$ cat src/design/maxr_ram.sv
module maxr_ram #(
    parameter int WIDTH = 8,
    parameter int DEPTH = 64,
    localparam int AW = $clog2(DEPTH)
) (
    input  logic             clk,
    input  logic             we,
    input  logic [AW-1:0]    waddr,
    input  logic [WIDTH-1:0] wdata,
    input  logic [AW-1:0]    raddr,
    output logic [WIDTH-1:0] rdata
);

    logic [WIDTH-1:0] mem [DEPTH];

    always_ff @(posedge clk)
    begin
        if (we)
        begin
            mem[waddr] <= wdata;
        end
        rdata <= mem[raddr];
    end

endmodule

$ cat config.mk
export PLATFORM = sky130hd
export DESIGN_NAME = maxr_ram
export DESIGN_NICKNAME = d
export VERILOG_FILES = /design/src/design/maxr_ram.sv
export SDC_FILE = /design/constraint.sdc
export NUM_CORES = 1
export LEC_CHECK = 0
export ABC_CLOCK_PERIOD_IN_PS = 2400
export BUFFER_PORTS_ARGS = -buffer_cell sky130_fd_sc_hd__buf_2
export CORE_UTILIZATION = 55
export DETAILED_ROUTE_END_ITERATION = 10
export GPL_TIMING_DRIVEN = 0
export PLACE_DENSITY = 0.71
export SYNTH_ARGS = -nofsm -noshare
export SYNTH_HDL_FRONTEND = slang
export SYNTH_SLANG_ARGS = --single-unit
$ cat constraint.sdc
create_clock -name clk -period 2.4 [get_ports clk]
set_input_delay 0.12 -clock clk [delete_from_list [all_inputs] [get_ports clk]]
set_output_delay 0.12 -clock clk [all_outputs]
set_load 0.05 [all_outputs]
==> results.md <==
* Leakage power at 6.94 nW
* Dominant cells by area after synthesis: edfxtp_1, mux4_2, nor2_1
* Sw Ratio at roughly a fifth
* Pwr Density at just over 800 nW/um2
* Critical Path Most Common Cell: buf_2
* Combinational Power Share at ~5.6%
* Mux cell area share after synthesis at 15.9%
* Antenna diodes at 0
* Worst Reg2Reg Path Length in Cells at 5
* Synth Area in XOR/XNOR at 0%
* Main combinational cell family by area after synthesis: multiplexers
* Synth Flop Type: edfxtp_1
* Root Buffer: clkbuf_16
* WP data required at about 2800 ps
* Share of cells above drive strength 1 at 24.2%
* Final Hold Viols at 0
* Distinct cells, synth at 40
* Worst r2r dst: rdata[6]$_DFF_P_
* Startpoint Class: input pin
* WL/cell at 30.3 um
* Crit path max fanout at 10
* Simple-gate area share of the yosys netlist at under 10%
* Unrepaired setup endpoints after global routing: false
* Max_slew headroom at 16.8%
* Final Wtd Congestion at approximately 0.96
* Total GRT Usage at 25.3%
* Clk pin slew, worst setup/hold paths at ~60 ps
* Grt total ovfl at 0
* Pins over their slew limit at 0
* Die Wd at approximately 190 um
* Mapped Avg Cell Area at approximately 21 um2
* Hold path depth at 3
* Seq/Total Area, Yosys at about 77%
* HP Class: input pin to flip-flop
* Fmax at roughly 460 MHz
* Row count at 69
* Synth Area in Adders at 0%
* P_sw at slightly below 4 mW
* Area grow syn2layout at 10.9%
* Commonest cells in the synthesized netlist: edfxtp_1, mux4_2, nor2_1
* HP Start: waddr[2]
* DRC violations left at 0
* Core area at around 36000 um2
* P_int at 14.6 mW
* Largest net degree at the start of global routing at 65
* Post-synth EDFFs at 512
* Initial DRC count at between 1000 and 1500
* Clock Skew at 16.1 ps
* Setup CP Type: input pin to flip-flop
* Final setup vio count at 0
* Clock buffers created by TritonCTS at 50
* Post-Syn Area at approximately 20000 um2
* CP max stage delay at 610 ps
* Die height at between 150 and 200 um
* I/O pin total at 30
* Skew-Pair Late Insertion Delay at about 570 ps
* Status: completed
* Postcts setup bufs at 0
* Fin crit share at around nine tenths
* DP HPWL at 28.7 mm
* Sequential power share at a little over half
* Max IR drop VDD at approximately 0.59 mV
* Input/output buffers at 21
* Least-Margin Pin Slew at 1250 ps
* Proportion of power drawn by the clock network at about two fifths
* Arr. time, crit path at 2610 ps
* Routed vias at slightly below 10000
* Detailed Route WL at 45.8 mm
* DRT antenna net count at 0
* Synth async-reset ratio at 0%
* Final #Nets at between 1000 and 1500
* CP Capture Type: flip-flop
* CP Cell Sequence: buf_2, buf_4, clkbuf_1, buf_2, mux4_2, o21ai_0, nand2_1
* Reg2reg start: mem[16][6]$_DFFE_PP_
* # clock sinks at 520
* CTS H-tree lvls at 2
* Synth area leader: edfxtp_1
* Synth Net Count at between 900 and 1000
* Clock Tree Buf Depth at 3
* Via/cell ratio at 6.45
* First-pass GRT wire length at 67.3 mm
* Hold WS at approximately 240 ps
* Vias in the first global route at between 9000 and 10000
* Max Cap Viol at 0
* Min-Delay Endpoint: mem[55][0]$_DFFE_PP_
* Share of the synthesized area in the top cell type at approximately three quarters
* Initial antenna violation count at 0
* Synth Instances at 940
* Register-to-register setup slack at 230 ps
* YS warnings at 0
* Initial Utilization at a little under three fifths
* Die area at 37400 um2
* Final Core Density at 62.4%
* Post-synthesis compound-gate area fraction at between 2 and 2.5%
* CTS tree: yes
* Most frequent cell after synthesis: edfxtp_1
* 1st-pass router iterations at 5
* Critical-path top delay cell: clkbuf_1
* Synth Register Bits at 520
* Period minus WS final at 2190 ps
-- sequential cells by signal, indices dropped and copies added, names as in the netlist --
name   count
mem      512
rdata      8
-- power by group through the flow --
stage	Clock, mW	Combinational, mW	Sequential, mW
final	7.33	1.04	10.1
after global routing	7.73	1.10	10.1
after CTS	7.38	1.04	10.1
after detailed placement	0	1.04	10.3
after global placement	0	1.02	10.3
after floorplan	0	0.536	10.3
-- cell families (layout without fill, tap and decap cells) --
| group | Yosys count | count (layout) |
|---|---|---|
| buffers and inverters | 51 | 160 |
| muxes | 162 | 162 |
| and+or+nand+nor | 153 | 153 |
| AOI/OAI and AO/OA | 54 | 54 |
| DFF | 520 | 520 |
-- worst max-delay path, delay by kind of cell --
family                 cells  cell delay (ps)
buffers and inverters      4             1590
multiplexers               1              420
AO/OA/AOI/OAI              1              300
AND/OR/NAND/NOR            1              180
-- what timing repair did --
item | 4_1_cts | 5_1_grt
hold endpoints to repair | 2 | 0
hold buffers | 1 | 0
endpoints found under the setup margin | 0 | 3
gates resized for setup | 0 | 4
-- how the worst max path moves through the flow --
stage                         from                to  cells past startpoint
after global routing      raddr[2]  rdata[3]$_DFF_P_                      8
after CTS                 raddr[1]  rdata[6]$_DFF_P_                      8
after detailed placement  raddr[1]  rdata[6]$_DFF_P_                      8
after floorplan           raddr[1]  rdata[3]$_DFF_P_                      7
after global placement    raddr[1]  rdata[6]$_DFF_P_                      8
final                     raddr[2]  rdata[7]$_DFF_P_                      7
-- cells in the final DEF (no fill, tap or decap), types with 6 or more instances in the layout --
cell type	count
buf_2	31
nand2b_1	7
nand2_1	19
a221oi_1	6
o221ai_1	8
edfxtp_1	512
nor2_1	83
clkbuf_1	39
mux2_2	13
mux2i_1	23
o22ai_1	8
nand3_1	12
clkbuf_16	51
dfxtp_1	8
buf_4	13
nor2b_1	14
mux4_2	126
nor3_1	7
-- routing by layer --
metal  global-route usage (%)  share of wire, %
met2                     38.2                46
met1                     36.8                41
met5                        0                 0
met4                     8.33               3.1
met3                     6.26               9.9
-- cell type report --
cell class | count | area (um2)
plain buffers | 51 | 320
flip-flops and latches | 520 | 15500
repair buffers | 22 | 115
multi-input cells | 369 | 4320
clock buffers | 75 | 1390
clock inverters | 12 | 108
well taps | 461 | 577
fillers | 2432 | 13500
-- per-stage QoR --
| stage | instances | TNS (ps) | instance area (um2) | worst slack, ps | total power, mW |
|---|---|---|---|---|---|
| 3_3_place_gp | 1422 | -2750 | 20800 | -575 | 11.3 |
| 3_5_place_dp | 1422 | -2830 | 20800 | -592 | 11.3 |
| 2_1_floorplan | 940 | 0 | 20200 | 612 | 10.9 |
| 6_report | 1510 | 0 | 22400 | 209 | 18.4 |
| 4_1_cts | 1510 | 0 | 22400 | 0.915 | 18.5 |
| 5_1_grt | 1510 | 0 | 22400 | 116 | 18.9 |
(Power assumes the default switching activity.)
