`src/design/maxr_pkg.sv`:
```
package maxr_pkg;

    // parameter defaults
    localparam int FREE_MAX_DEF   = 64;
    localparam int PLACED_MAX_DEF = 64;
    localparam int COORD_BITS_DEF = 12;

    // fixed field widths
    localparam int DIM_W    = 13;
    localparam int POS_W    = 12;
    localparam int STATUS_W = 2;

    localparam logic [DIM_W-1:0] BIN_RESET = 13'd4096;

    // score bonus per left-touching neighbor
    localparam int BONUS_STEP = 2;

    // input kinds
    localparam logic KIND_START = 1'b0;
    localparam logic KIND_PLACE = 1'b1;

    // register indexes
    localparam logic REG_BIN_WIDTH  = 1'b0;
    localparam logic REG_BIN_HEIGHT = 1'b1;

    // result status codes
    localparam logic [STATUS_W-1:0] ST_OK    = 2'd0;
    localparam logic [STATUS_W-1:0] ST_NOFIT = 2'd1;
    localparam logic [STATUS_W-1:0] ST_FULL  = 2'd2;
    localparam logic [STATUS_W-1:0] ST_DROP  = 2'd3;

    typedef enum logic [3:0] {
        S_IDLE,
        S_SC_HEAD,
        S_SC_SCAN,
        S_SC_END,
        S_SPL_A,
        S_SPL_B,
        S_PR_FETCH,
        S_PR_WAIT,
        S_PR_SCAN,
        S_LD,
        S_FINISH
    } state_t;

    typedef struct packed {
        logic shift;
        logic set;
    } cell_ctl_t;

endpackage

```
`src/design/maxr_cell.sv`:
```
module maxr_cell #(
    parameter int W = 52,
    parameter logic [W-1:0] RST_VAL = '0
) (
    input  logic                clk,
    input  logic                rst_n,
    input  maxr_pkg::cell_ctl_t ctl,
    input  logic [W-1:0]        shift_in,
    input  logic [W-1:0]        set_val,
    output logic [W-1:0]        q
);

    import maxr_pkg::*;

    logic [W-1:0] q_reg;

    // set wins over shift; only the head cell ever sees set
    always_ff @(posedge clk or negedge rst_n)
    begin
        if (!rst_n)
        begin
            q_reg <= RST_VAL;
        end
        else if (ctl.set)
        begin
            q_reg <= set_val;
        end
        else if (ctl.shift)
        begin
            q_reg <= shift_in;
        end
    end

    assign q = q_reg;

endmodule

```
`config.mk`:
```
export PLATFORM = sky130hd
export DESIGN_NAME = maxr_cell
export DESIGN_NICKNAME = d
export VERILOG_FILES = /design/src/design/maxr_pkg.sv /design/src/design/maxr_cell.sv
export SDC_FILE = /design/constraint.sdc
export NUM_CORES = 1
export LEC_CHECK = 0
export ABC_AREA = 0
export BUFFER_PORTS_ARGS = -buffer_cell sky130_fd_sc_hd__clkbuf_2
export CORE_UTILIZATION = 40
export CTS_BUF_LIST = sky130_fd_sc_hd__clkbuf_4 sky130_fd_sc_hd__clkbuf_8 sky130_fd_sc_hd__clkbuf_16
export CTS_CLUSTER_DIAMETER = 30
export CTS_CLUSTER_SIZE = 25
export DETAILED_ROUTE_END_ITERATION = 12
export GPL_TIMING_DRIVEN = 1
export PLACE_DENSITY_LB_ADDON = 0.1
export RECOVER_POWER = 25
export SYNTH_ARGS = -nofsm -noshare
export SYNTH_HDL_FRONTEND = slang
export SYNTH_SLANG_ARGS = --single-unit
```
`constraint.sdc`:
```
create_clock -name clk -period 1.8 [get_ports clk]
set_input_delay 0.36 -clock clk [delete_from_list [all_inputs] [get_ports clk]]
set_output_delay 0.36 -clock clk [all_outputs]
set_load 0.1 [all_outputs]
```
==> reports/qor.txt, run 1 <==
Status: complete, no violations
All-Layer GR Usage: 18.53%
Detailed Route WL: 5765 um
GR Overflow Total: 0
Max-slew violations: 0
Worst path buffer plus inverter count: 1
H-tree Lvls: 2
Syn nets: 333
Setup TNS: 0 ns
PortBufs: 159
Final Hold Viols: 0
Synthesized instance count: 225
Number of global-route vias before repair: 2,113
Io pins: 160
GPL Wtd Cong: 0.7264
Register area share after synthesis: 53.77%
Clock Skews: 0 ns
Startpoint types: flip-flop
Final net count: 486
Fin crit period: 1.491 ns
Max clock buf depth: 2
CP arrival: 1.13 ns
Latest clock arrival within the worst-skew pair: 0.29 ns
Largest net degree at the start of global routing: 105
Total of flip-flops plus latches after synthesis: 52
Max-Slew Margin vs Limit: 14.36%
Worst min-delay path class: in -> reg
Synth cell types: 10
Final worst-path cycle share: 82.84%
Die ar.: 6365 um^2
Worst slew pin tran: 1.285 ns
Cell at the slowest stage of the critical path: clkbuf_2
Fraction of layout cells with a size suffix above 1: 45.12%
Max cap viols: 0
Cell Pwr Density: 1007 nW/um^2
CP required: 1.44 ns
Setup repair bufs after CTS: 0
Most frequent cells in the layout: 158 x clkbuf_2, 52 x mux2i_1, 52 x nand2_1, 52 x dfrtp_1, 50 x o21ai_1
Leak: 1.865 nW
Reg clk slew, reported paths: 0.09 ns
Routed WL per cell: 12.78 um
CTS resizes: 0
Largest register FFs: 52
Core ar.: 5675 um^2
FMAX: 670.6 MHz
Clk sinks: 52
CTS tree: done
Drt pass-1 iters: 4
Tot Pwr: 3.348 mW
Vias per cell: 4.776
Global-route wire length before repair: 9239 um
VDD IR-drop max: 0.5982 mV
WS Path Type: reg -> out
HPWL Detailed: 4162 um
Root buf cell: clkbuf_8
CP Cell Sequence: clkbuf_2
Crit-path leading delay family: buffers and inverters
Synth Area per Inst: 10.75 um^2
Most common cell after layout, fill and taps aside: clkbuf_2
DRT antenna net count: 0
Drt initial violations: 122
# DRC: 0
Critical Path Max Stage Delay: 0.46 ns
Die height: 79.78 um
Critical Path Fanout Max: 2
RSZ-0062 raised after global routing: false
YS warnings: 0
Initial core utilization: 42.64%
Die Span X: 79.78 um
TritonCTS buffer count: 5
Hold-fix buffers, CTS: 0
Core Rows: 27
Ant diodes: 0
# fillers: 539
CP endpoint kind: output port
Syn Std Cell Area: 2420 um^2
Antenna violations before repair: 0
Synth-to-Final Area Change: 37.44%
Setup violators final: 0
DR vias: 2,154
==> layout make-up <==
cell class	count	area [um^2]	area share (%)
Sequential cell	52	1301	39.13
Multi-Input combinational cell	156	975.9	29.35
Timing Repair Buffer	163	860.8	25.88
Clock buffer	8	97.59	2.935
Tap cell	72	90.09	2.709
==> cells in the mapped netlist, drive strengths merged <==
cell type	n	area [um^2]
buf	14	131.4
dfrtp	52	1301
o21ai	52	260.3
nand2	52	195.2
mux2i	52	520.5
clkbuf	3	11.26
==> kinds of logic (layout without fill, tap and decap cells) <==
| family | Yosys count | in the layout | synth area share (%) |
|---|---|---|---|
| AOI/OAI and AO/OA | 52 | 52 | 10.75 |
| muxes | 52 | 52 | 21.51 |
| DFF | 52 | 52 | 53.77 |
| buffers and inverters | 17 | 171 | 5.894 |
| and+or+nand+nor | 52 | 52 | 8.066 |
==> power breakdown <==
part / switching [mW] / internal (mW)
Sequential: 0.0579 / 1.28
Clock: 0.359 / 0.345
Combinational: 1.05 / 0.266
Total: 1.46 / 1.89
==> per-layer routing <==
metal / wire length (um) / track usage [%] / part of all wire (%)
met1: 2421 / 20.93 / 42
met2: 2835 / 34.19 / 49
met3: 470 / 5.257 / 8.2
met4: 39 / 4.286 / 0.68
met5: 0 / 0 / 0
==> worst paths after layout <==
kind	start	endpoint	slack, ns	depth (start not counted)
worst max-delay path	q[25]$_DFFE_PN0P_	q[25]	0.31	1
worst max register to register	q[10]$_DFFE_PN0P_	q[10]$_DFFE_PN0P_	1.05	2
worst min-delay path	set_val[50]	q[50]$_DFFE_PN0P_	0.27	3
max in group asynchronous	rst_n	q[20]$_DFFE_PN0P_	0.61	2
worst min register to register	q[29]$_DFFE_PN0P_	q[29]$_DFFE_PN0P_	0.55	2
min in group asynchronous	rst_n	q[41]$_DFFE_PN0P_	0.42	2
==> through the flow <==
step	cells	hold slack (ns)	worst slack, ns	cell area (um^2)	util, %
after floorplan	225	0.06441	0.5327	2420	-
after global placement	443	0.3837	0.6231	3243	57.14
after detailed placement	443	0.3850	0.5927	3243	57.14
after CTS	451	0.06061	0.2914	3341	58.86
after global routing	451	0.2691	0.2624	3326	58.60
final	451	0.2704	0.3088	3326	58.60
Note: power is estimated with default switching activity, not from simulation.
==> inputs of run 2 (changes only) <==
CORE_UTILIZATION = 38   (was 40)
clock period = 1.37 ns   (was 1.8 ns; I/O delays follow)
==> run 2 against run 1 <==
Compared with the run above: clock power is 35% higher; register-to-register slack worse by 0.49 ns; flip-flop and latch count unchanged; clock skew unchanged; final area rose by 24%; clock-buffer cell count is the same; critical endpoint is now q[11]; largest cell class is now buffers.
==> reports/qor.txt, run 2 (synthesis results as in run 1) <==
Reg clk slew, reported paths: 0.10 ns (about the same)
Leak: 2.128 nW (+14%)
Cell Pwr Density: 1200 nW/um^2 (+19%)
Die ar.: 6691 um^2 (+5.1%)
Clock Skews: 0 ns (unchanged)
Vias per cell: 4.721 (-1.1%)
GR Overflow Total: 0 (unchanged)
CP arrival: 0.92 ns (-0.21 ns)
Core ar.: 6026 um^2 (+6.2%)
Max cap viols: 0 (unchanged)
Max-slew violations: 0 (unchanged)
Die height: 81.80 um (+2.5%)
VDD IR-drop max: 0.6148 mV (+2.8%)
Worst slew pin tran: 0.7190 ns (-0.5657 ns)
WS Path Type: reg -> out
Setup ws final: 0.1808 ns (-0.1280 ns)
HPWL Detailed: 4576 um (+9.9%)
DRT antenna net count: 0 (unchanged)
CP required: 1.10 ns (-0.34 ns)
Io pins: 160 (unchanged)
Cell at the slowest stage of the critical path: dfrtp_1
Setup violators final: 0 (unchanged)
CTS tree: done
CTS resizes: 0 (unchanged)
H-tree Lvls: 2 (unchanged)
Largest net degree at the start of global routing: 63 (-40%)
Status: complete, no violations
Startpoint types: flip-flop
GPL Wtd Cong: 0.7209 (-0.76%)
Max clock buf depth: 2 (unchanged)
Setup TNS: 0 ns (unchanged)
Fraction of layout cells with a size suffix above 1: 44.88% (-0.24 points)
Worst hold slack: 0.1660 ns (-0.1045 ns)
Max-Slew Margin vs Limit: 52.07% (+38 points)
All-Layer GR Usage: 18.74% (+0.21 points)
Root buf cell: clkbuf_8
Ant diodes: 0 (unchanged)
Drt initial violations: 67 (-45%)
Drt pass-1 iters: 6 (+2)
CP endpoint kind: output port
Critical Path Max Stage Delay: 0.43 ns (-0.03 ns)
Largest register FFs: 52 (unchanged)
Initial core utilization: 40.16% (-2.5 points)
Detailed Route WL: 6206 um (+7.6%)
Final worst-path cycle share: 86.80%
Global-route wire length before repair: 9377 um (+1.5%)
TritonCTS buffer count: 5 (unchanged)
Critical Path Fanout Max: 2 (unchanged)
Worst path buffer plus inverter count: 1 (unchanged)
Routed WL per cell: 13.61 um (+6.5%)
Final Hold Viols: 0 (unchanged)
Pre-CTS setup slack: 0.2618 ns (-0.3309 ns)
Most frequent cells in the layout: 106 x clkbuf_2, 55 x buf_12, 52 x mux2i_1, 52 x nand2_1, 52 x dfrtp_1
Worst min-delay path class: in -> reg
FMAX: 840.9 MHz
Die Span X: 81.80 um (+2.5%)
Clk sinks: 52 (unchanged)
Latest clock arrival within the worst-skew pair: 0.29 ns (about the same)
Crit-path leading delay family: flip-flops
Number of global-route vias before repair: 2,051 (-2.9%)
RSZ-0062 raised after global routing: false
# DRC: 0 (unchanged)
Fin crit period: 1.189 ns
DR vias: 2,153 (-0.046%)
Most common cell after layout, fill and taps aside: clkbuf_2
Final net count: 488 (+0.41%)
Antenna violations before repair: 0 (unchanged)
Core Rows: 28 (+3.7%)
PortBufs: 159 (unchanged)
Synth-to-Final Area Change: 70.53%
CP Cell Sequence: buf_12
[run 2: power by group]
group	leakage [nW]	total, mW	switching (mW)	internal, mW
clock	0.0523	0.948	0.495	0.453
sequential	0.627	1.83	0.154	1.68
combinational	1.45	2.17	1.37	0.800
[run 2: final cells by class]
class                      count  area (um^2)
multi-input combinational    156        975.9
fill                         479         1899
clock buffer                   8        97.59
tap                           75        93.84
sequential                    52         1301
timing repair buffer         165         1658
[run 2: final timing paths]
path	from	endpoint	slack, ns	cells past startpoint
max	q[11]$_DFFE_PN0P_	q[11]	0.18	1
min	set_val[13]	q[13]$_DFFE_PN0P_	0.17	3
max reg2reg	q[29]$_DFFE_PN0P_	q[29]$_DFFE_PN0P_	0.56	2
min reg2reg	q[37]$_DFFE_PN0P_	q[37]$_DFFE_PN0P_	0.62	2
max in group asynchronous	rst_n	q[22]$_DFFE_PN0P_	0.61	3
min in group asynchronous	rst_n	q[41]$_DFFE_PN0P_	0.52	3
[run 2: routing by layer]
metal / global-route usage [%] / wire length, um / vias to the layer above / part of all wire, %
met1: 21.05 / 2433 / 978 / 39
met5: 0 / 0 / - / 0
met3: 6.667 / 619 / 7 / 10
li1: - / - / 1079 / -
met4: 5.789 / 68 / 0 / 1.1
met2: 32.98 / 3084 / 89 / 50
[run 2: through the flow]
stage | total power, mW | instance area, um^2 | utilization, % | cells
3_5_place_dp | 4.073 | 4035 | 66.96 | 447
2_1_floorplan | 3.131 | 2420 | - | 225
3_3_place_gp | 4.047 | 4035 | 66.96 | 447
5_1_grt | 5.155 | 4126 | 68.48 | 456
6_report | 4.951 | 4126 | 68.48 | 456
4_1_cts | 5.026 | 4143 | 68.75 | 456
[run 2: what timing repair did]
item / CTS / global route
setup buffers: 0 / 0
endpoints found under the hold margin: 52 / 0
hold buffers: 1 / 0
